**src/design/dppc_pkg.sv**
```systemverilog
package dppc_pkg;

    // Width of the configuration register index
    localparam int CFG_INDEX_BITS = 4;

    typedef enum logic [2:0] {
        ST_IDLE,
        ST_START_R,
        ST_WAIT_R,
        ST_WAIT_F,
        ST_FINISH
    } ctrl_state_t;

    // Controller to datapath commands
    typedef struct packed {
        logic load_in;    // capture input beat
        logic div_start;  // launch divider on selected sensor
        logic sel_fall;   // 0 rising sensor, 1 falling sensor
        logic cap_rise;   // store rising fraction
        logic cap_fall;   // store falling fraction
        logic commit;     // update output register and latch state
    } dppc_cmd_t;

endpackage

```
**src/design/dppc_divider.sv**
```systemverilog
module dppc_divider #(
    parameter int SAMPLE_BITS   = 12,
    parameter int FRACTION_BITS = 12
) (
    input  logic                     aclk,
    input  logic                     aresetn,
    input  logic                     start,
    input  logic [SAMPLE_BITS-1:0]   num,
    input  logic [SAMPLE_BITS-1:0]   den,
    input  logic                     force_zero,
    input  logic                     saturate,
    output logic                     done,
    output logic [FRACTION_BITS:0]   quotient
);

    localparam int CW = $clog2(FRACTION_BITS);
    localparam int LW = FRACTION_BITS + 1;

    logic [SAMPLE_BITS:0]     rem_reg, rem_next;
    logic [SAMPLE_BITS-1:0]   den_reg, den_next;
    logic [FRACTION_BITS-1:0] quot_reg, quot_next;
    logic [CW-1:0]            cnt_reg, cnt_next;
    logic                     busy_reg, busy_next;
    logic                     done_reg, done_next;
    logic                     zero_reg, zero_next;
    logic                     sat_reg, sat_next;

    logic [SAMPLE_BITS:0]     shifted;
    logic                     ge;
    logic                     last;

    // Restoring division, one quotient bit per cycle. Remainder starts below den unless zeroed or saturated.
    always_comb begin
        shifted   = {rem_reg[SAMPLE_BITS-1:0], 1'b0};
        ge        = shifted >= {1'b0, den_reg};
        last      = cnt_reg == CW'(FRACTION_BITS - 1);
        rem_next  = rem_reg;
        den_next  = den_reg;
        quot_next = quot_reg;
        cnt_next  = cnt_reg;
        busy_next = busy_reg;
        done_next = 1'b0;
        zero_next = zero_reg;
        sat_next  = sat_reg;
        if (start) begin
            rem_next  = {1'b0, num};
            den_next  = den;
            quot_next = '0;
            cnt_next  = '0;
            busy_next = 1'b1;
            zero_next = force_zero;
            sat_next  = saturate;
        end else if (busy_reg) begin
            rem_next  = ge ? shifted - {1'b0, den_reg} : shifted;
            quot_next = {quot_reg[FRACTION_BITS-2:0], ge};
            cnt_next  = cnt_reg + CW'(1);
            if (last) begin
                busy_next = 1'b0;
                done_next = 1'b1;
            end
        end
    end

    always_ff @(posedge aclk) begin
        if (!aresetn) begin
            busy_reg <= 1'b0;
            done_reg <= 1'b0;
            cnt_reg  <= '0;
        end else begin
            busy_reg <= busy_next;
            done_reg <= done_next;
            cnt_reg  <= cnt_next;
        end
        rem_reg  <= rem_next;
        den_reg  <= den_next;
        quot_reg <= quot_next;
        zero_reg <= zero_next;
        sat_reg  <= sat_next;
    end

    assign done = done_reg;

    always_comb begin
        if (zero_reg) begin
            quotient = '0;
        end else if (sat_reg) begin
            quotient = LW'(1) << FRACTION_BITS;
        end else begin
            quotient = {1'b0, quot_reg};
        end
    end

endmodule

```
**src/design/dppc_controller.sv**
```systemverilog
module dppc_controller (
    input  logic               aclk,
    input  logic               aresetn,
    input  logic               s_tvalid,
    output logic               s_tready,
    output logic               m_tvalid,
    input  logic               m_tready,
    input  logic               div_done,
    output dppc_pkg::dppc_cmd_t cmd
);

    import dppc_pkg::*;

    ctrl_state_t state_reg, state_next;
    logic        out_valid_reg, out_valid_next;
    logic        out_free;

    assign out_free = !out_valid_reg || m_tready;

    always_comb begin
        state_next = state_reg;
        case (state_reg)
            ST_IDLE:    if (s_tvalid) state_next = ST_START_R;
            ST_START_R: state_next = ST_WAIT_R;
            ST_WAIT_R:  if (div_done) state_next = ST_WAIT_F;
            ST_WAIT_F:  if (div_done) state_next = ST_FINISH;
            ST_FINISH:  if (out_free) state_next = ST_IDLE;
            default:    state_next = ST_IDLE;
        endcase
    end

    always_comb begin
        cmd      = '0;
        s_tready = 1'b0;
        case (state_reg)
            ST_IDLE: begin
                s_tready    = 1'b1;
                cmd.load_in = s_tvalid;
            end
            ST_START_R: begin
                cmd.div_start = 1'b1;
            end
            ST_WAIT_R: begin
                cmd.cap_rise  = div_done;
                cmd.div_start = div_done;
                cmd.sel_fall  = 1'b1;
            end
            ST_WAIT_F: begin
                cmd.cap_fall = div_done;
                cmd.sel_fall = 1'b1;
            end
            ST_FINISH: begin
                cmd.commit = out_free;
            end
            default: begin
                cmd = '0;
            end
        endcase
    end

    always_comb begin
        out_valid_next = out_valid_reg;
        if (cmd.commit) begin
            out_valid_next = 1'b1;
        end else if (m_tready) begin
            out_valid_next = 1'b0;
        end
    end

    always_ff @(posedge aclk) begin
        if (!aresetn) begin
            state_reg     <= ST_IDLE;
            out_valid_reg <= 1'b0;
        end else begin
            state_reg     <= state_next;
            out_valid_reg <= out_valid_next;
        end
    end

    assign m_tvalid = out_valid_reg;

    // commit never overwrites a result that is still waiting
    a_commit_free: assert property (@(posedge aclk) disable iff (!aresetn)
        cmd.commit |-> (!out_valid_reg || m_tready))
        else $error("commit while output beat pending");

    // one item at a time: no second input beat right after an accepted one
    a_single_item: assert property (@(posedge aclk) disable iff (!aresetn)
        (s_tvalid && s_tready) |=> !s_tready)
        else $error("input accepted twice in a row");

    // divider completes only while the sequencer waits for it
    a_done_in_wait: assert property (@(posedge aclk) disable iff (!aresetn)
        div_done |-> (state_reg == ST_WAIT_R || state_reg == ST_WAIT_F))
        else $error("divider done outside wait state");

endmodule

```
**src/design/dppc_datapath.sv**
```systemverilog
module dppc_datapath #(
    parameter int SAMPLE_BITS   = 12,
    parameter int FRACTION_BITS = 12,
    parameter int CFG_DATA_BITS = 13
) (
    input  logic                                aclk,
    input  logic                                aresetn,
    input  dppc_pkg::dppc_cmd_t                 cmd,
    input  logic [SAMPLE_BITS-1:0]              in_rising,
    input  logic [SAMPLE_BITS-1:0]              in_falling,
    input  logic [FRACTION_BITS:0]              in_brake,
    input  logic                                cfg_we,
    input  logic [dppc_pkg::CFG_INDEX_BITS-1:0] cfg_index,
    input  logic [CFG_DATA_BITS-1:0]            cfg_data,
    output logic                                div_done,
    output logic [FRACTION_BITS:0]              pedal_level,
    output logic                                fault_latched,
    output logic [1:0]                          fault_cause
);

    import dppc_pkg::*;

    localparam int S        = SAMPLE_BITS;
    localparam int LW       = FRACTION_BITS + 1;
    localparam int SMASK    = (1 << SAMPLE_BITS) - 1;
    localparam int FRAC_ONE = 1 << FRACTION_BITS;

    localparam logic [S-1:0]  LOW_RST  = S'(SMASK / 10);
    localparam logic [S-1:0]  HIGH_RST = S'((SMASK * 9) / 10);
    localparam logic [S-1:0]  GAP_RST  = S'(100 & SMASK);
    localparam logic [LW-1:0] MIS_RST  = LW'((FRAC_ONE + 9) / 10);
    localparam logic [LW-1:0] ONE      = LW'(FRAC_ONE);
    localparam logic [LW-1:0] BRAKE_T  = LW'(FRAC_ONE / 5);
    localparam logic [LW-1:0] PREV_T   = LW'(FRAC_ONE / 10);
    localparam logic [LW-1:0] DEADBAND = LW'((FRAC_ONE + 19) / 20);

    localparam logic [CFG_INDEX_BITS-1:0] REG_LOW      = CFG_INDEX_BITS'(0);
    localparam logic [CFG_INDEX_BITS-1:0] REG_HIGH     = CFG_INDEX_BITS'(1);
    localparam logic [CFG_INDEX_BITS-1:0] REG_R_START  = CFG_INDEX_BITS'(2);
    localparam logic [CFG_INDEX_BITS-1:0] REG_R_STOP   = CFG_INDEX_BITS'(3);
    localparam logic [CFG_INDEX_BITS-1:0] REG_F_START  = CFG_INDEX_BITS'(4);
    localparam logic [CFG_INDEX_BITS-1:0] REG_F_STOP   = CFG_INDEX_BITS'(5);
    localparam logic [CFG_INDEX_BITS-1:0] REG_GAP      = CFG_INDEX_BITS'(6);
    localparam logic [CFG_INDEX_BITS-1:0] REG_MISMATCH = CFG_INDEX_BITS'(7);

    localparam logic [1:0] CAUSE_NONE     = 2'd0;
    localparam logic [1:0] CAUSE_RANGE    = 2'd1;
    localparam logic [1:0] CAUSE_MISMATCH = 2'd2;
    localparam logic [1:0] CAUSE_LATCHED  = 2'd3;

    // configuration
    logic [S-1:0]  low_reg, high_reg, r_start_reg, r_stop_reg;
    logic [S-1:0]  f_start_reg, f_stop_reg, gap_reg;
    logic [LW-1:0] mismatch_reg;

    // item registers
    logic [S-1:0]  rise_reg, fall_reg;
    logic [LW-1:0] brake_reg;
    logic [LW-1:0] frac_r_reg, frac_f_reg;

    // block state and output beat
    logic          latch_reg, latch_next;
    logic [LW-1:0] prev_reg;
    logic [LW-1:0] level_reg, level_next;
    logic [1:0]    cause_reg, cause_next;

    always_ff @(posedge aclk) begin
        if (!aresetn) begin
            low_reg      <= LOW_RST;
            high_reg     <= HIGH_RST;
            r_start_reg  <= LOW_RST;
            r_stop_reg   <= HIGH_RST;
            f_start_reg  <= HIGH_RST;
            f_stop_reg   <= LOW_RST;
            gap_reg      <= GAP_RST;
            mismatch_reg <= MIS_RST;
        end else if (cfg_we) begin
            case (cfg_index)
                REG_LOW:      low_reg      <= cfg_data[S-1:0];
                REG_HIGH:     high_reg     <= cfg_data[S-1:0];
                REG_R_START:  r_start_reg  <= cfg_data[S-1:0];
                REG_R_STOP:   r_stop_reg   <= cfg_data[S-1:0];
                REG_F_START:  f_start_reg  <= cfg_data[S-1:0];
                REG_F_STOP:   f_stop_reg   <= cfg_data[S-1:0];
                REG_GAP:      gap_reg      <= cfg_data[S-1:0];
                REG_MISMATCH: mismatch_reg <= cfg_data[LW-1:0];
                default:      ;
            endcase
        end
    end

    // divider operand selection
    logic [S-1:0]  op_sample, op_start, op_stop;
    logic [S-1:0]  num_diff, den_diff;
    logic          op_zero, op_sat;
    logic [LW-1:0] quotient;

    always_comb begin
        op_sample = cmd.sel_fall ? fall_reg    : rise_reg;
        op_start  = cmd.sel_fall ? f_start_reg : r_start_reg;
        op_stop   = cmd.sel_fall ? f_stop_reg  : r_stop_reg;
        num_diff  = (op_sample > op_start) ? op_sample - op_start : op_start - op_sample;
        den_diff  = (op_stop > op_start) ? op_stop - op_start : op_start - op_stop;
        // wrong direction, on the start point, or a flat span: zero travel
        op_zero   = (op_start == op_stop) || (op_sample == op_start) ||
                    ((op_sample < op_start) != (op_stop < op_start));
        // at or past the end point: clamp to full travel
        op_sat    = num_diff >= den_diff;
    end

    dppc_divider #(
        .SAMPLE_BITS  (SAMPLE_BITS),
        .FRACTION_BITS(FRACTION_BITS)
    ) u_divider (
        .aclk      (aclk),
        .aresetn   (aresetn),
        .start     (cmd.div_start),
        .num       (num_diff),
        .den       (den_diff),
        .force_zero(op_zero),
        .saturate  (op_sat),
        .done      (div_done),
        .quotient  (quotient)
    );

    // final decision
    logic [S-1:0]  raw_gap;
    logic          range_fault, mismatch_fault;
    logic [LW-1:0] frac_gap;
    logic [LW:0]   frac_sum;
    logic [LW-1:0] mean;
    logic          latch_set, latch_hold;

    always_comb begin
        raw_gap  = (rise_reg > fall_reg) ? rise_reg - fall_reg : fall_reg - rise_reg;
        range_fault = (rise_reg < low_reg) || (rise_reg > high_reg) ||
                      (fall_reg < low_reg) || (fall_reg > high_reg) ||
                      (raw_gap < gap_reg);
        frac_gap = (frac_r_reg > frac_f_reg) ? frac_r_reg - frac_f_reg
                                             : frac_f_reg - frac_r_reg;
        mismatch_fault = frac_gap > mismatch_reg;
        frac_sum = {1'b0, frac_r_reg} + {1'b0, frac_f_reg};
        mean     = frac_sum[LW:1];
        latch_set  = latch_reg || ((brake_reg > BRAKE_T) && (prev_reg > PREV_T));
        latch_hold = (mean < DEADBAND) ? 1'b0 : latch_set;

        if (range_fault) begin
            latch_next = 1'b1;
            level_next = '0;
            cause_next = CAUSE_RANGE;
        end else if (mismatch_fault) begin
            latch_next = 1'b1;
            level_next = '0;
            cause_next = CAUSE_MISMATCH;
        end else if (latch_hold) begin
            latch_next = 1'b1;
            level_next = '0;
            cause_next = CAUSE_LATCHED;
        end else begin
            latch_next = 1'b0;
            cause_next = CAUSE_NONE;
            if (mean > ONE) begin
                level_next = ONE;
            end else if (mean < DEADBAND) begin
                level_next = '0;
            end else begin
                level_next = mean;
            end
        end
    end

    always_ff @(posedge aclk) begin
        if (!aresetn) begin
            latch_reg <= 1'b0;
            prev_reg  <= '0;
        end else if (cmd.commit) begin
            latch_reg <= latch_next;
            prev_reg  <= level_next;
        end
        if (cmd.load_in) begin
            rise_reg  <= in_rising;
            fall_reg  <= in_falling;
            brake_reg <= in_brake;
        end
        if (cmd.cap_rise) frac_r_reg <= quotient;
        if (cmd.cap_fall) frac_f_reg <= quotient;
        if (cmd.commit) begin
            level_reg <= level_next;
            cause_reg <= cause_next;
        end
    end

    assign pedal_level   = level_reg;
    assign fault_latched = latch_reg;
    assign fault_cause   = cause_reg;

endmodule

```
**src/design/dual_pedal_plausibility_check.sv**
```systemverilog
// Dual accelerator pedal sensor plausibility check.
//
// Input channel s_*: one beat carries a rising sensor sample, a falling
// sensor sample and the brake travel. Output channel m_*: one beat per input
// beat with the accepted pedal travel, the latch flag and the fault cause.
// Configuration channel cfg_*: writes register cfg_index with cfg_data; it is
// always ready and is meant to be written while no item is in flight.
//
// The shared restoring divider, one quotient bit per cycle, is run once per
// sensor, rising first, then falling; the result is then committed to the
// output register. One item is worked on at a time, so a new input beat is
// taken only after the current item has been committed.
// A finished beat sits in the output register; the next item is accepted and
// computed meanwhile and waits only for that register to drain.
//
// Reset (synchronous, aresetn low) loads the default limits and calibration,
// clears the implausibility latch and the previous travel, and drops m_tvalid.
// A stalled receiver holds m_tdata stable until m_tready.
module dual_pedal_plausibility_check #(
    parameter int SAMPLE_BITS   = 12,
    parameter int FRACTION_BITS = 12,
    localparam int IN_BITS      = 2 * SAMPLE_BITS + FRACTION_BITS + 1,
    localparam int IN_TDATA_W   = ((IN_BITS + 7) / 8) * 8,
    localparam int OUT_BITS     = FRACTION_BITS + 4,
    localparam int OUT_TDATA_W  = ((OUT_BITS + 7) / 8) * 8,
    localparam int CFG_DATA_W   = (SAMPLE_BITS > FRACTION_BITS + 1) ? SAMPLE_BITS
                                                                    : FRACTION_BITS + 1
) (
    input  logic                                aclk,
    input  logic                                aresetn,
    input  logic                                s_tvalid,
    output logic                                s_tready,
    // rising_sample, falling_sample, brake_level, zero pad
    input  logic [IN_TDATA_W-1:0]               s_tdata,
    output logic                                m_tvalid,
    input  logic                                m_tready,
    // pedal_level, fault_latched, fault_cause, zero pad
    output logic [OUT_TDATA_W-1:0]              m_tdata,
    input  logic                                cfg_valid,
    output logic                                cfg_ready,
    input  logic [dppc_pkg::CFG_INDEX_BITS-1:0] cfg_index,
    input  logic [CFG_DATA_W-1:0]               cfg_data
);

    import dppc_pkg::*;

    localparam int S  = SAMPLE_BITS;
    localparam int LW = FRACTION_BITS + 1;

    dppc_cmd_t     cmd;
    logic          div_done;
    logic [LW-1:0] pedal_level;
    logic          fault_latched;
    logic [1:0]    fault_cause;

    // registers take writes every cycle
    assign cfg_ready = 1'b1;

    dppc_controller u_ctrl (
        .aclk    (aclk),
        .aresetn (aresetn),
        .s_tvalid(s_tvalid),
        .s_tready(s_tready),
        .m_tvalid(m_tvalid),
        .m_tready(m_tready),
        .div_done(div_done),
        .cmd     (cmd)
    );

    dppc_datapath #(
        .SAMPLE_BITS  (SAMPLE_BITS),
        .FRACTION_BITS(FRACTION_BITS),
        .CFG_DATA_BITS(CFG_DATA_W)
    ) u_dp (
        .aclk         (aclk),
        .aresetn      (aresetn),
        .cmd          (cmd),
        .in_rising    (s_tdata[S-1:0]),
        .in_falling   (s_tdata[2*S-1:S]),
        .in_brake     (s_tdata[2*S+LW-1:2*S]),
        .cfg_we       (cfg_valid),
        .cfg_index    (cfg_index),
        .cfg_data     (cfg_data),
        .div_done     (div_done),
        .pedal_level  (pedal_level),
        .fault_latched(fault_latched),
        .fault_cause  (fault_cause)
    );

    assign m_tdata = OUT_TDATA_W'({fault_cause, fault_latched, pedal_level});

endmodule
```
**config.mk**
```make
export PLATFORM = sky130hd
export DESIGN_NAME = dual_pedal_plausibility_check
export DESIGN_NICKNAME = d
export VERILOG_FILES = /design/src/design/dppc_pkg.sv /design/src/design/dppc_divider.sv /design/src/design/dppc_controller.sv /design/src/design/dppc_datapath.sv /design/src/design/dual_pedal_plausibility_check.sv
export SDC_FILE = /design/constraint.sdc
export NUM_CORES = 1
export LEC_CHECK = 0
export BUFFER_PORTS_ARGS = -buffer_cell sky130_fd_sc_hd__buf_4
export CORE_MARGIN = 8
export CORE_UTILIZATION = 35
export CTS_CLUSTER_SIZE = 12
export DETAILED_ROUTE_END_ITERATION = 12
export HOLD_SLACK_MARGIN = 0.12
export PLACE_DENSITY = 0.61
export SLEW_MARGIN = 25
export SYNTH_ARGS = -nofsm -noshare
export SYNTH_HDL_FRONTEND = slang
export SYNTH_HIERARCHICAL = 1
export SYNTH_SLANG_ARGS = --single-unit
```
**constraint.sdc**
```tcl
create_clock -name aclk -period 6.9 [get_ports aclk]
set_input_delay 0.345 -clock aclk [delete_from_list [all_inputs] [get_ports aclk]]
set_output_delay 0.345 -clock aclk [all_outputs]
set_load 0.01 [all_outputs]
```
==> Flow_metrics.wiki, run 1 <==
{| class="wikitable"
! Metric !! Value
|-
| Simple-gate area share of the yosys netlist || 0.164
|-
| Total of warnings raised by yosys || 6
|-
| Syn_nets || 2137
|-
| Hold/Removal Path Class || in2reg
|-
| Commonest register cell after synthesis || sky130_fd_sc_hd__dfxtp_1
|-
| Start point of the worst min-delay path || cfg_data[5]
|-
| Total GRT Usage || 0.160
|-
| Wire per inst || 17.1 um
|-
| Number of placement rows || 80
|-
| Maximum vdd drop || ~0.18 mV
|-
| # Post-CTS Setup Buffers || 0
|-
| Type of destination of the critical path || flop
|-
| First DRT Iteration DRCs || 915
|-
| Final routed DRC violation total || 0
|-
| Proportion of synthesized flip-flops having asynchronous set or reset || 0
|-
| Instance count along the most critical hold path || 3
|-
| Post-route core utilization || 0.405
|-
| Final hold violations || 0
|-
| Pin count of the biggest net entering global routing || 105
|-
| Sequence of cells on the critical path || inv_1 > ha_1 > nor2b_1 > o31ai_1 > a221oi_1 > o221ai_1 > o31ai_2 > buf_4 > mux2i_1 > o31ai_1 > a21oi_1 > xnor2_1 > ha_1 > a211o_1 > a21oi_1 > o21ai_0 > o211ai_1 > a21boi_0 > or4b_2 > or4b_1 > o41ai_2 > a32o_1
|-
| Mean Syn Cell Area || 8.94 um^2
|-
| Worst flop-to-flop path startpoint || u_dp/frac_r_reg[1]$_DFFE_PP_
|-
| Data required time at the worst endpoint || 7.38 ns
|-
| Xor/xnor share of the synthesized area || 0.0315
|-
| CTS H-tree lvls || 1
|-
| Leading cell types in the layout, fill and taps excluded || sky130_fd_sc_hd__nand2_1 (233), sky130_fd_sc_hd__ha_1 (202), sky130_fd_sc_hd__inv_1 (189), sky130_fd_sc_hd__dfxtp_1 (132), sky130_fd_sc_hd__a21oi_1 (104)
|-
| Number of buffers added by the clock tree synthesis step || 27
|-
| Routed WL || 44000 um
|-
| Sort of element at the start of the critical path || flop
|-
| Placeable core region || 47300 um^2
|-
| Worst Hold End || u_dp/f_start_reg[5]$_SDFFE_PN1P_
|-
| Clk sinks || 234
|-
| Cell at the root of the clock tree || sky130_fd_sc_hd__clkbuf_16
|-
| Number of I/O port buffers || 74
|-
| Die Span Y || approximately 230 um
|-
| Overall die width || approximately 230 um
|-
| Delay of the slowest critical-path stage || 0.89 ns
|-
| Total gr overflow || 0
|-
| Post-detailed-placement half-perimeter wirelength || 33600 um
|-
| Clock Skew || 0.0247 ns
|-
| Compound-gate portion of the synthesized area || 0.177
|-
| Instance count of the mapped netlist || 1863
|-
| Number of detailed-route iterations in the first pass || 6
|-
| Max-capacitance violation count || 0
|-
| Worst Max-Slew Pin Slew || ~0.92 ns
|-
| Mapped cell area || about 17000 um^2
|-
| Slowest CP cell || sky130_fd_sc_hd__or4b_2
|-
| Proportion of layout cells with a drive suffix above 1 || 0.0916
|-
| Number of nets in the layout || 2220
|-
| Starting density of the core || 0.352
|-
| Last weighted congestion value of the routability-driven placer || 0.914
|-
| Post-detailed-route count of antenna-violating nets || 0
|-
| Static leakage || roughly 8.2 nW
|-
| Worst endpoint data arrival time || 6.72 ns
|-
| Min cycle time layout || 6.23 ns
|-
| # IOs || 81
|-
| Global-route wire length before repair || 70700 um
|-
| Final sum of negative setup slack || 0 ns
|-
| Mux cell area share after synthesis || 0.0527
|-
| Register area share after synthesis || 0.343
|-
| Via count of the routed design || about 13000
|-
| Worst Path Max Fanout || 9
|-
| Outcome || finished clean
|-
| Clock Path Buffers || 3
|-
| Die footprint || 54800 um^2
|-
| Max Clock Freq || approximately 160 MHz
|-
| Ant. Diodes || 0
|-
| Register-to-Register Path Depth || 22
|-
| Number of slew-limit violations in the final report || 0
|-
| Arithmetic-cell share of the synthesized area counting full adders, half adders and majority gates || 0.164
|-
| Via count of the first global-routing pass || 13400
|-
| Insertion delay of the later-clocked pin in the worst-skew pair || 0.56 ns
|-
| Reg-to-Reg End || u_dp/prev_reg[3]$_SDFFE_PN0P_
|-
| Register-to-register path setup slack || ~0.67 ns
|-
| Average via count per standard cell || roughly 5.2
|-
| Share of the clock period used by the worst path || 0.904
|-
| Setup repair after global routing missed its margin || no
|-
| Number of distinct standard cells referenced by the synthesized netlist || 82
|-
| Synthesized flop and latch total || around 230
|-
| Count of final setup violators || 0
|-
| Count of flip-flops with a built-in enable after synthesis || between 100 and 150
|-
| CTS tree || built
|-
| Layout-stage area growth over the synthesis result || 15.1%
|-
| Type of the worst setup path || reg2reg
|-
| Family of cells with the greatest summed delay on the critical path || compound AO/OA/AOI/OAI gates
|-
| Clock transition at the register clock pins on the worst setup and hold paths after CTS || ~0.060 ns
|-
| Relative slew slack || 0.387
|-
| Sum of buffers and inverters on the critical path || 2
|-
| Dominant combinational cell family by area after synthesis || compound AO/OA/AOI/OAI gates
|-
| Cell Pwr Density || 225 nW/um^2
|-
| Antenna violations before repair || 0
|-
| Most frequent standard cell in the layout excluding fill and tap cells || sky130_fd_sc_hd__nand2_1
|}
## synthesized netlist by cell type (7+ instances only)
master,instances,area [um^2]
sky130_fd_sc_hd__xnor2_1,37,324
sky130_fd_sc_hd__o21a_1,24,180
sky130_fd_sc_hd__a211oi_1,10,75.1
sky130_fd_sc_hd__dfxtp_1,132,2640
sky130_fd_sc_hd__nand3b_1,11,82.6
sky130_fd_sc_hd__a221o_1,11,110
sky130_fd_sc_hd__ha_1,202,2530
sky130_fd_sc_hd__nand2_1,233,875
sky130_fd_sc_hd__nand3_1,47,235
sky130_fd_sc_hd__a31oi_1,12,75.1
sky130_fd_sc_hd__buf_1,7,26.3
sky130_fd_sc_hd__buf_2,8,40.0
sky130_fd_sc_hd__a21boi_0,50,375
sky130_fd_sc_hd__or3_1,8,50.1
sky130_fd_sc_hd__and3_1,7,43.8
sky130_fd_sc_hd__a32o_1,12,120
sky130_fd_sc_hd__nor3_1,29,145
sky130_fd_sc_hd__clkbuf_1,59,221
sky130_fd_sc_hd__a21oi_1,104,521
sky130_fd_sc_hd__inv_1,189,709
sky130_fd_sc_hd__mux2_2,14,158
sky130_fd_sc_hd__o211ai_1,34,255
sky130_fd_sc_hd__nor4_1,9,56.3
sky130_fd_sc_hd__edfxtp_1,102,3060
sky130_fd_sc_hd__nor2b_1,54,338
sky130_fd_sc_hd__nor2_1,85,319
sky130_fd_sc_hd__and2_1,22,138
sky130_fd_sc_hd__mux2i_1,72,721
sky130_fd_sc_hd__o21bai_1,14,105
sky130_fd_sc_hd__xor2_1,23,201
sky130_fd_sc_hd__fa_1,10,200
sky130_fd_sc_hd__nand4_1,19,119
sky130_fd_sc_hd__a21o_1,34,255
sky130_fd_sc_hd__and3b_1,7,61.3
sky130_fd_sc_hd__o21ai_0,56,280
sky130_fd_sc_hd__buf_4,16,120
sky130_fd_sc_hd__a2111oi_0,8,70.1
## metal layers
| metal | global-route usage | part of all wire | vias to the layer above |
|---|---|---|---|
| li1 | - | - | 6724 |
| met3 | 0.0203 | 0.037 | 53 |
| met4 | 0.0362 | 0.021 | 0 |
| met1 | 0.210 | 0.47 | 6339 |
| met2 | 0.277 | 0.47 | 311 |
| met5 | 0 | 0 | - |
## where the power goes
part / internal [mW] / total (mW) / switching, mW
Sequential: 1.55 / 1.59 / 0.0458
Clock: 0.894 / 1.47 / 0.579
Combinational: 0.531 / 1.25 / 0.721
Total: 2.97 / 4.31 / 1.35
## cell type report
type	count	area [um^2]
Fill cell	4667	28200
Timing Repair Buffer	146	1210
Clock buffer	40	818
Multi-Input combinational cell	1348	9840
Clock inverter	9	103
Tap cell	615	769
Inverter	189	709
Sequential cell	234	5710
## stage by stage
stage          total power, mW  hold slack (ns)  instance area [um^2]  setup slack [ns]  std cells
2_1_floorplan             2.52            0.437                 16700              1.10       1863
3_3_place_gp              2.82            0.449                 17800             0.725       2486
3_5_place_dp              2.84            0.455                 17800             0.635       2486
4_1_cts                   4.35            0.121                 19200             0.591       2581
5_1_grt                   4.58            0.134                 19200             0.165       2581
6_report                  4.31            0.136                 19200             0.665       2581
## how the worst max path moves through the flow
| stage | end | startpoint | slack, ns | cells after the start |
|---|---|---|---|---|
| final | u_dp/prev_reg[3]$_SDFFE_PN0P_ | u_dp/frac_r_reg[1]$_DFFE_PP_ | 0.67 | 22 |
| after floorplan | u_dp/prev_reg[5]$_SDFFE_PN0P_ | u_dp/frac_f_reg[3]$_DFFE_PP_ | 1.10 | 20 |
| after global routing | u_dp/u_divider/sat_reg$_DFFE_PP_ | u_ctrl/state_reg[1]$_SDFFE_PN0P_ | 0.16 | 18 |
| after CTS | u_dp/u_divider/sat_reg$_DFFE_PP_ | u_ctrl/state_reg[1]$_SDFFE_PN0P_ | 0.59 | 18 |
| after global placement | u_dp/prev_reg[5]$_SDFFE_PN0P_ | u_dp/frac_r_reg[1]$_DFFE_PP_ | 0.72 | 21 |
| after detailed placement | u_dp/u_divider/sat_reg$_DFFE_PP_ | u_ctrl/state_reg[1]$_SDFFE_PN0P_ | 0.64 | 18 |
## worst reg2reg max path: cells and delay by family, from the launching register on
kind | cells | cell delay, ns
adder cells (fa/ha/maj) | 2 | 0.67
AND/OR/NAND/NOR | 3 | 1.66
flip-flops | 1 | 0.43
AO/OA/AOI/OAI | 13 | 2.60
buffers and inverters | 2 | 0.36
XOR/XNOR | 1 | 0.17
multiplexers | 1 | 0.27
## logic make-up after synthesis
kind of cell / after synthesis
buf+inv: 281
simple gates: 565
fa+ha+maj: 212
other cells: 1
mux: 86
xor+xnor: 60
compound gates: 424
flops: 234
## what timing repair did
item | CTS | global route
endpoints found under the hold margin | 75 | 0
resized for setup | 0 | 1
hold buffers | 46 | 0
endpoints found under the setup margin | 0 | 1
(Power assumes the default switching activity.)
==> inputs of run 2 (changes only) <==
- ABC_AREA: not set -> 1
==> run 2 against run 1 <==
Effect of this change:
- cell area increased by 2.6%
- critical endpoint is now u_dp/u_divider/sat_reg$_DFFE_PP_
- sequential power increased by 19%
- global-route usage increased by 0.27 points
- critical path depth increased by 7
- non-clock buffer count decreased by 18
- total power increased by 100%
- fmax increased by 9.6%
==> Flow_metrics.wiki, run 2 <==
{| class="wikitable"
! Metric !! Value
|-
| Outcome || finished clean
|-
| # IOs || 81 (unchanged)
|-
| Register-to-Register Path Depth || 29 (+32%)
|-
| Post-route core utilization || 0.403 (-0.00153)
|-
| Proportion of layout cells with a drive suffix above 1 || 0.0905 (-0.00102)
|-
| Cells resized by post-CTS repair || 0 (unchanged)
|-
| Starting density of the core || 0.353 (+0.000734)
|-
| Top-count cell post-synth || sky130_fd_sc_hd__nand2_1
|-
| Number of detailed-route iterations in the first pass || 5 (-1)
|-
| Syn_nets || 2589 (+21%)
|-
| Max-capacitance violation count || 0 (unchanged)
|-
| Clock Skew || 0.0234 ns (-0.00125 ns)
|-
| Logic pwr share || 0.610 (+0.320)
|-
| Cell Pwr Density || 439 nW/um^2 (+95%)
|-
| CP dominant cell by count || sky130_fd_sc_hd__nand2_1
|-
| Commonest register cell after synthesis || sky130_fd_sc_hd__dfxtp_1
|-
| Global-route wire length before repair || 75600 um (+6.9%)
|-
| Footprint of the multi-input gates || 9590 um^2 (-2.6%)
|-
| Min Hold Slack || 0.160 ns (+0.0246 ns)
|-
| Type of the worst setup path || reg2reg
|-
| Worst setup path start || u_ctrl/state_reg[0]$_SDFFE_PN0P_
|-
| Cell taking the most area after synthesis || sky130_fd_sc_hd__edfxtp_1
|-
| Filler instances || 5007 (+7.3%)
|-
| Reg-to-Reg End || u_dp/u_divider/sat_reg$_DFFE_PP_
|-
| Most frequent standard cell in the layout excluding fill and tap cells || sky130_fd_sc_hd__nand2_1
|-
| Insertion delay of the later-clocked pin in the worst-skew pair || 0.57 ns (about the same)
|-
| Min cycle time layout || 5.69 ns (-0.544 ns)
|-
| Setup repair after global routing missed its margin || no
|-
| Final hold violations || 0 (unchanged)
|-
| Sum of buffers and inverters on the critical path || 5 (+3)
|-
| Post-detailed-placement half-perimeter wirelength || 36800 um (+9.3%)
|-
| Hold/Removal Path Class || in2reg
|-
| Leading cell types in the layout, fill and taps excluded || sky130_fd_sc_hd__nand2_1 (448), sky130_fd_sc_hd__inv_1 (388), sky130_fd_sc_hd__ha_1 (202), sky130_fd_sc_hd__a21oi_1 (201), sky130_fd_sc_hd__o21ai_0 (192)
|-
| Static leakage || 9.36 nW (+14%)
|-
| Clock transition at the register clock pins on the worst setup and hold paths after CTS || 0.06 ns (about the same)
|-
| Delay of the slowest critical-path stage || 0.40 ns (-0.49 ns)
|-
| Number of buffers added by the clock tree synthesis step || 28 (+3.7%)
|-
| Average via count per standard cell || 4.95 (-4.8%)
|-
| Number of nets in the layout || 2671 (+20%)
|-
| Sort of element at the start of the critical path || flop
|-
| Clock power frac || 0.170 (-0.171)
|-
| Layout-stage area growth over the synthesis result || 14.4%
|-
| Instance count along the most critical hold path || 3 (unchanged)
|-
| Worst Max-Slew Pin Slew || 0.940 ns (+0.0209 ns)
|-
| Switching share of power || 0.485 (+0.173)
|-
| Mean Syn Cell Area || 7.42 um^2 (-17%)
|-
| Register area share after synthesis || 0.332 (-0.0105)
|-
| Count of final setup violators || 0 (unchanged)
|-
| Register-to-register path setup slack || 1.21 ns (+0.54 ns)
|-
| Number of I/O port buffers || 74 (unchanged)
|-
| Cell at the root of the clock tree || sky130_fd_sc_hd__clkbuf_16
|-
| Via count of the first global-routing pass || 14700 (+10%)
|-
| Clk sinks || 234 (unchanged)
|-
| Post-detailed-route count of antenna-violating nets || 0 (unchanged)
|-
| Final sum of negative setup slack || 0 ns (unchanged)
|-
| Share of power burned in registers || 0.220 (-0.149)
|-
| Clock Path Buffers || 3 (unchanged)
|-
| Maximum vdd drop || 0.230 mV (+26%)
|-
| Data required time at the worst endpoint || 7.20 ns (-0.18 ns)
|-
| Slowest CP cell || sky130_fd_sc_hd__nand2_2
|-
| Die footprint || 56500 um^2 (+3.0%)
|-
| Most common library cells after synthesis || sky130_fd_sc_hd__nand2_1 (448), sky130_fd_sc_hd__inv_1 (388), sky130_fd_sc_hd__ha_1 (202), sky130_fd_sc_hd__a21oi_1 (201), sky130_fd_sc_hd__o21ai_0 (192)
|-
| Pin count of the biggest net entering global routing || 50 (-52%)
|-
| Relative slew slack || 0.371 (-0.0159)
|-
| Number of distinct standard cells referenced by the synthesized netlist || 61 (-26%)
|-
| Placeable core region || 48700 um^2 (+3.0%)
|-
| Family of cells with the greatest summed delay on the critical path || simple AND/OR/NAND/NOR gates
|-
| Mapped cell area || 17200 um^2 (+3.2%)
|-
| Type of destination of the critical path || flop
|-
| Worst endpoint data arrival time || 6.00 ns (-0.72 ns)
|-
| Max Clock Freq || 176 MHz (+9.6%)
|-
| Overall die width || 238 um (+1.5%)
|-
| Count of flip-flops with a built-in enable after synthesis || 102 (unchanged)
|-
| Worst flop-to-flop path startpoint || u_ctrl/state_reg[0]$_SDFFE_PN0P_
|-
| CTS tree || built
|-
| Worst Path Max Fanout || 31 (+22)
|-
| Cell depth of the worst setup path || 29 (+32%)
|-
| Instance count of the mapped netlist || 2315 (+24%)
|-
| Routed WL || 47500 um (+7.9%)
|-
| Critical Path Sink || u_dp/u_divider/sat_reg$_DFFE_PP_
|-
| Last weighted congestion value of the routability-driven placer || 0.920 (+0.62%)
|-
| Share of the synthesized area in the top cell type || 0.178 (-0.00566)
|-
| Proportion of synthesized flip-flops having asynchronous set or reset || 0 (unchanged)
|-
| Share of the clock period used by the worst path || 0.825 (-0.0788)
|-
| Via count of the routed design || 15300 (+14%)
|-
| Antenna violations before repair || 1 (+1)
|-
| Synthesized flop and latch total || 234 (unchanged)
|-
| Total gr overflow || 0 (unchanged)
|-
| First DRT Iteration DRCs || 981 (+7.2%)
|-
| Number of slew-limit violations in the final report || 0 (unchanged)
|-
| Die Span Y || 238 um (+1.5%)
|-
| Wire per inst || 15.4 um (-9.7%)
|-
| Most area-consuming cells after synthesis || sky130_fd_sc_hd__edfxtp_1 (18%), sky130_fd_sc_hd__dfxtp_1 (15%), sky130_fd_sc_hd__ha_1 (15%), sky130_fd_sc_hd__nand2_1 (9.8%), sky130_fd_sc_hd__inv_1 (8.5%)
|-
| Total GRT Usage || 0.163 (+0.00272)
|-
| Total of warnings raised by yosys || 6 (unchanged)
|-
| Number of placement rows || 81 (+1.3%)
|-
| Final routed DRC violation total || 0 (unchanged)
|-
| P_int || 4.45 mW (+50%)
|-
| Switch Pwr || 4.19 mW (+210%)
|-
| Storage cell area || 5710 um^2 (unchanged)
|-
| CTS H-tree lvls || 1 (unchanged)
|}
## run 2: area by class of cell
type	count	area share
tap	664	0.0423
inverter	408	0.0780
clock inverter	13	0.00713
timing repair buffer	128	0.0550
clock buffer	39	0.0393
antenna	1	0.000127
multi-input combinational	1597	0.488
sequential	234	0.290
## run 2: repair_timing
action | in CTS | in global routing
buffers inserted | 0 | 0
endpoints found under the hold margin | 58 | 0
hold buffers | 43 | 0
## run 2: power groups by stage
stage	Clock, mW	Sequential, mW	Combinational, mW
floorplan	0	1.86	3.88
global placement	0	1.92	5.11
detailed placement	0	1.93	5.19
CTS	1.50	1.90	5.23
global route	1.55	1.92	5.99
finish	1.47	1.90	5.27
## run 2: logic make-up after synthesis
family / share of synthesized area
adder cells (fa/ha/maj): 0.159
XOR/XNOR: 0.0275
flip-flops: 0.332
multiplexers: 0.00116
AND/OR/NAND/NOR: 0.215
other: 0.000218
AO/OA/AOI/OAI: 0.154
buffers and inverters: 0.111
## run 2: how the worst min path moves through the flow
stage / endpoint / start / slack [ns]
floorplan: u_dp/r_start_reg[0]$_SDFFE_PN1P_ / u_dp/r_start_reg[0]$_SDFFE_PN1P_ / 0.42
global placement: u_dp/r_start_reg[8]$_SDFFE_PN1P_ / u_dp/r_start_reg[8]$_SDFFE_PN1P_ / 0.43
detailed placement: u_dp/r_start_reg[0]$_SDFFE_PN1P_ / u_dp/r_start_reg[0]$_SDFFE_PN1P_ / 0.44
CTS: u_dp/gap_reg[6]$_SDFFE_PN1P_ / cfg_data[6] / 0.13
global route: u_dp/gap_reg[6]$_SDFFE_PN1P_ / cfg_data[6] / 0.15
finish: u_dp/r_stop_reg[9]$_SDFFE_PN1P_ / cfg_data[9] / 0.16
## run 2: through the flow
step / instances / power (mW) / cell area [um^2] / setup slack [ns]
global placement: 2987 / 7.03 / 18300 / 1.34
CTS: 3082 / 8.64 / 19600 / 1.24
global route: 3084 / 9.46 / 19700 / 0.650
floorplan: 2315 / 5.74 / 17200 / 2.63
detailed placement: 2987 / 7.11 / 18300 / 1.30
finish: 3084 / 8.63 / 19700 / 1.21
## run 2: layer usage
metal	global-route usage	up-vias	routed length, um
met4	0.0595	0	1580
met2	0.286	361	22800
li1	-	7713	-
met3	0.0218	81	2220
met5	0	-	0
met1	0.201	7122	21000
## run 2: tightest hold or removal path, cell delays in order
cell                      delay, ns
sky130_fd_sc_hd__buf_4         0.20
sky130_fd_sc_hd__nand2_1       0.07
sky130_fd_sc_hd__nand3_1       0.07
==> inputs of run 3 (changes only) <==
- ABC_AREA: 1 -> 0
- clock period: 6.9 -> 5.7 ns (I/O delays scaled with it)
==> run 3 against run 2 <==
Effect of this change:
- hold slack gained 0.053 ns
- fmax grew 5.1%
- cell count shrank 14%
- die area shrank 2.9%
- worst setup slack lost 0.93 ns
- total power shrank 39%
- cell area grew 0.91%
- highest routed layer unchanged
- sequential power is essentially flat
- via count shrank 9.3%
- largest power group is now registers
- utilization grew 1.6 points
- clock skew grew 0.0051 ns
- critical path type unchanged
- critical path depth shrank 5
==> Flow_metrics.wiki, run 3 (same netlist as run 1, synthesis figures left out) <==
{| class="wikitable"
! Metric !! Value
|-
| Number of slew-limit violations in the final report || 0 (unchanged)
|-
| Via count of the first global-routing pass || 13800 (-6.4%)
|-
| Pin count of the biggest net entering global routing || 64 (+28%)
|-
| Worst Max-Slew Pin Slew || 0.888 ns (-0.0520 ns)
|-
| Final routed DRC violation total || 0 (unchanged)
|-
| Clock Skew || 0.0285 ns (+0.00512 ns)
|-
| Relative slew slack || 0.402 (+0.0307)
|-
| CTS tree || built
|-
| Logic pwr share || 0.302 (-0.308)
|-
| Sum of internal, switching and leakage power || 5.26 mW (-39%)
|-
| Worst setup path start || u_dp/rise_reg[0]$_DFFE_PP_
|-
| Number of detailed-route iterations in the first pass || 5 (unchanged)
|-
| Leading cell types in the layout, fill and taps excluded || sky130_fd_sc_hd__nand2_1 (233), sky130_fd_sc_hd__ha_1 (202), sky130_fd_sc_hd__inv_1 (189), sky130_fd_sc_hd__buf_4 (177), sky130_fd_sc_hd__dfxtp_1 (132)
|-
| First DRT Iteration DRCs || 781 (-20%)
|-
| Static leakage || 8.60 nW (-8.2%)
|-
| Type of the worst setup path || reg2reg
|-
| Number of nets in the layout || 2303 (-14%)
|-
| Data required time at the worst endpoint || 6.19 ns (-1.01 ns)
|-
| Post-route core utilization || 0.419 (+0.0157)
|-
| Ant. Diodes || 0 (-1)
|-
| Total GRT Usage || 0.160 (-0.00285)
|-
| Post-detailed-placement half-perimeter wirelength || 34100 um (-7.4%)
|-
| Number of buffers added by the clock tree synthesis step || 27 (-3.6%)
|-
| Global-route wire length before repair || 70700 um (-6.6%)
|-
| Clk sinks || 234 (unchanged)
|-
| Switching share of power || 0.314 (-0.170)
|-
| Die Span Y || 234 um (-1.4%)
|-
| Type of destination of the critical path || flop
|-
| Share of power burned in registers || 0.364 (+0.144)
|-
| Setup repair after global routing missed its margin || no
|-
| Hold/Removal Path Class || in2reg
|-
| Overall die width || 234 um (-1.4%)
|-
| Max Clock Freq || 185 MHz (+5.1%)
|-
| Worst endpoint data arrival time || 5.91 ns (-0.09 ns)
|-
| Sort of element at the start of the critical path || flop
|-
| Clock transition at the register clock pins on the worst setup and hold paths after CTS || 0.06 ns (about the same)
|-
| Via count of the routed design || 13900 (-9.3%)
|-
| Routed WL || 44300 um (-6.7%)
|-
| Total gr overflow || 0 (unchanged)
|-
| Start point of the worst min-delay path || cfg_index[0]
|-
| Min cycle time layout || 5.42 ns (-0.274 ns)
|-
| Number of placement rows || 80 (-1.2%)
|-
| Starting density of the core || 0.352 (-0.000734)
|-
| Post-detailed-route count of antenna-violating nets || 0 (unchanged)
|-
| # Post-CTS Setup Buffers || 0 (unchanged)
|-
| Number of I/O port buffers || 74 (unchanged)
|-
| Placeable core region || 47300 um^2 (-2.9%)
|-
| Wire per inst || 16.6 um (+8.0%)
|-
| Worst Path Max Fanout || 8 (-74%)
|-
| # IOs || 81 (unchanged)
|-
| Switch Pwr || 1.65 mW (-60%)
|-
| Outcome || finished clean
|-
| Cell Pwr Density || 265 nW/um^2 (-40%)
|-
| Average via count per standard cell || 5.20 (+5.0%)
|-
| Clock Path Buffers || 3 (unchanged)
|-
| Maximum vdd drop || 0.218 mV (-5.4%)
|-
| Share of the clock period used by the worst path || 0.950 (+0.126)
|-
| Layout-stage area growth over the synthesis result || 19.1%
|-
| P_int || 3.61 mW (-19%)
|-
| Last weighted congestion value of the routability-driven placer || 0.954 (+3.6%)
|-
| Insertion delay of the later-clocked pin in the worst-skew pair || 0.57 ns (about the same)
|-
| Most frequent standard cell in the layout excluding fill and tap cells || sky130_fd_sc_hd__nand2_1
|-
| Worst flop-to-flop path startpoint || u_dp/rise_reg[0]$_DFFE_PP_
|-
| Final hold violations || 0 (unchanged)
|-
| Antenna violations before repair || 1 (unchanged)
|-
| Clock power frac || 0.334 (+0.164)
|-
| Cell at the root of the clock tree || sky130_fd_sc_hd__clkbuf_16
|-
| CTS H-tree lvls || 1 (unchanged)
|-
| Final sum of negative setup slack || 0 ns (unchanged)
|-
| Max-capacitance violation count || 0 (unchanged)
|-
| Count of final setup violators || 0 (unchanged)
|-
| Filler instances || 4657 (-7.0%)
|-
| Die footprint || 54800 um^2 (-2.9%)
|-
| Proportion of layout cells with a drive suffix above 1 || 0.128 (+0.0373)
|}
[run 3: cell types whose count changed in the layout (fill, tap and decap cells not counted), sizes merged, moves of 23 or more]
cell	before	now
o21ai	210	58
nor2	201	85
nor2b	0	54
and2	0	23
a21boi	4	50
inv	410	191
a21oi	204	104
nand3	116	47
xnor2	11	37
buf	85	178
nand2	462	233
mux2i	2	72
a21o	7	34
[run 3: worst paths after layout]
path / endpoint / slack (ns) / depth (start not counted)
worst min register to register: u_dp/low_reg[6]$_SDFFE_PN0P_ / 0.46 / 2
worst min-delay path: u_dp/gap_reg[3]$_SDFFE_PN0P_ / 0.21 / 4
worst max register to register: u_dp/prev_reg[3]$_SDFFE_PN0P_ / 0.28 / 24
worst max-delay path: u_dp/prev_reg[3]$_SDFFE_PN0P_ / 0.28 / 24
[run 3: area by class of cell]
cell class,instances,area (um^2),share of cell area
Multi-Input combinational cell,1348,9870,0.498
Sequential cell,234,5710,0.288
Timing Repair Buffer,229,1860,0.0937
Clock buffer,41,862,0.0435
Tap cell,615,769,0.0388
Inverter,189,709,0.0358
Clock inverter,8,58.8,0.00296
[run 3: critical path: stages (launching register included)]
cell and delay, ns:
sky130_fd_sc_hd__edfxtp_1 0.42, sky130_fd_sc_hd__inv_1 0.14, sky130_fd_sc_hd__ha_1 0.15, sky130_fd_sc_hd__inv_1 0.05, sky130_fd_sc_hd__fa_1 0.38, sky130_fd_sc_hd__a21oi_1 0.21, sky130_fd_sc_hd__o21ai_0 0.10, sky130_fd_sc_hd__a21oi_1 0.25
sky130_fd_sc_hd__or3_1 0.15, sky130_fd_sc_hd__a21oi_1 0.06, sky130_fd_sc_hd__buf_4 0.18, sky130_fd_sc_hd__mux2_2 0.27, sky130_fd_sc_hd__nand2_1 0.06, sky130_fd_sc_hd__nand3_1 0.08, sky130_fd_sc_hd__xor2_1 0.15, sky130_fd_sc_hd__ha_1 0.30
sky130_fd_sc_hd__nand4_1 0.10, sky130_fd_sc_hd__a211o_1 0.24, sky130_fd_sc_hd__a32oi_1 0.20, sky130_fd_sc_hd__o211ai_1 0.26, sky130_fd_sc_hd__or4b_4 0.61, sky130_fd_sc_hd__or4b_1 0.53, sky130_fd_sc_hd__o41ai_2 0.06, sky130_fd_sc_hd__buf_4 0.19
sky130_fd_sc_hd__a32o_1 0.17
[run 3: power by group through the flow]
stage | clock (mW) | combinational (mW) | sequential (mW)
global placement | 0 | 1.52 | 1.95
CTS | 1.81 | 1.59 | 1.92
detailed placement | 0 | 1.55 | 1.95
finish | 1.76 | 1.59 | 1.92
floorplan | 0 | 1.12 | 1.94
global route | 1.88 | 1.77 | 1.92
[run 3: what timing repair did]
item,in CTS,in global routing
endpoints found under the setup margin,0,23
hold endpoints to repair,131,0
resized for setup,0,4
hold buffers,51,0
[run 3: metal layers]
layer	routed length, um	up-vias	share of wire	track usage
met2	20400	321	0.46	0.270
met1	20000	6576	0.45	0.202
li1	-	6871	-	-
met4	1760	0	0.040	0.0639
met3	2110	87	0.048	0.0250
met5	0	-	0	0
[run 3: stage by stage]
step                hold slack (ns)  worst slack, ns  area, um^2  instances
finish                        0.213            0.284       19800       2664
global route                  0.226          0.00756       19800       2664
detailed placement            0.454            0.113       18400       2564
CTS                           0.180           0.0894       19800       2664
global placement              0.449            0.171       18400       2564
floorplan                     0.384           0.0467       16700       1863
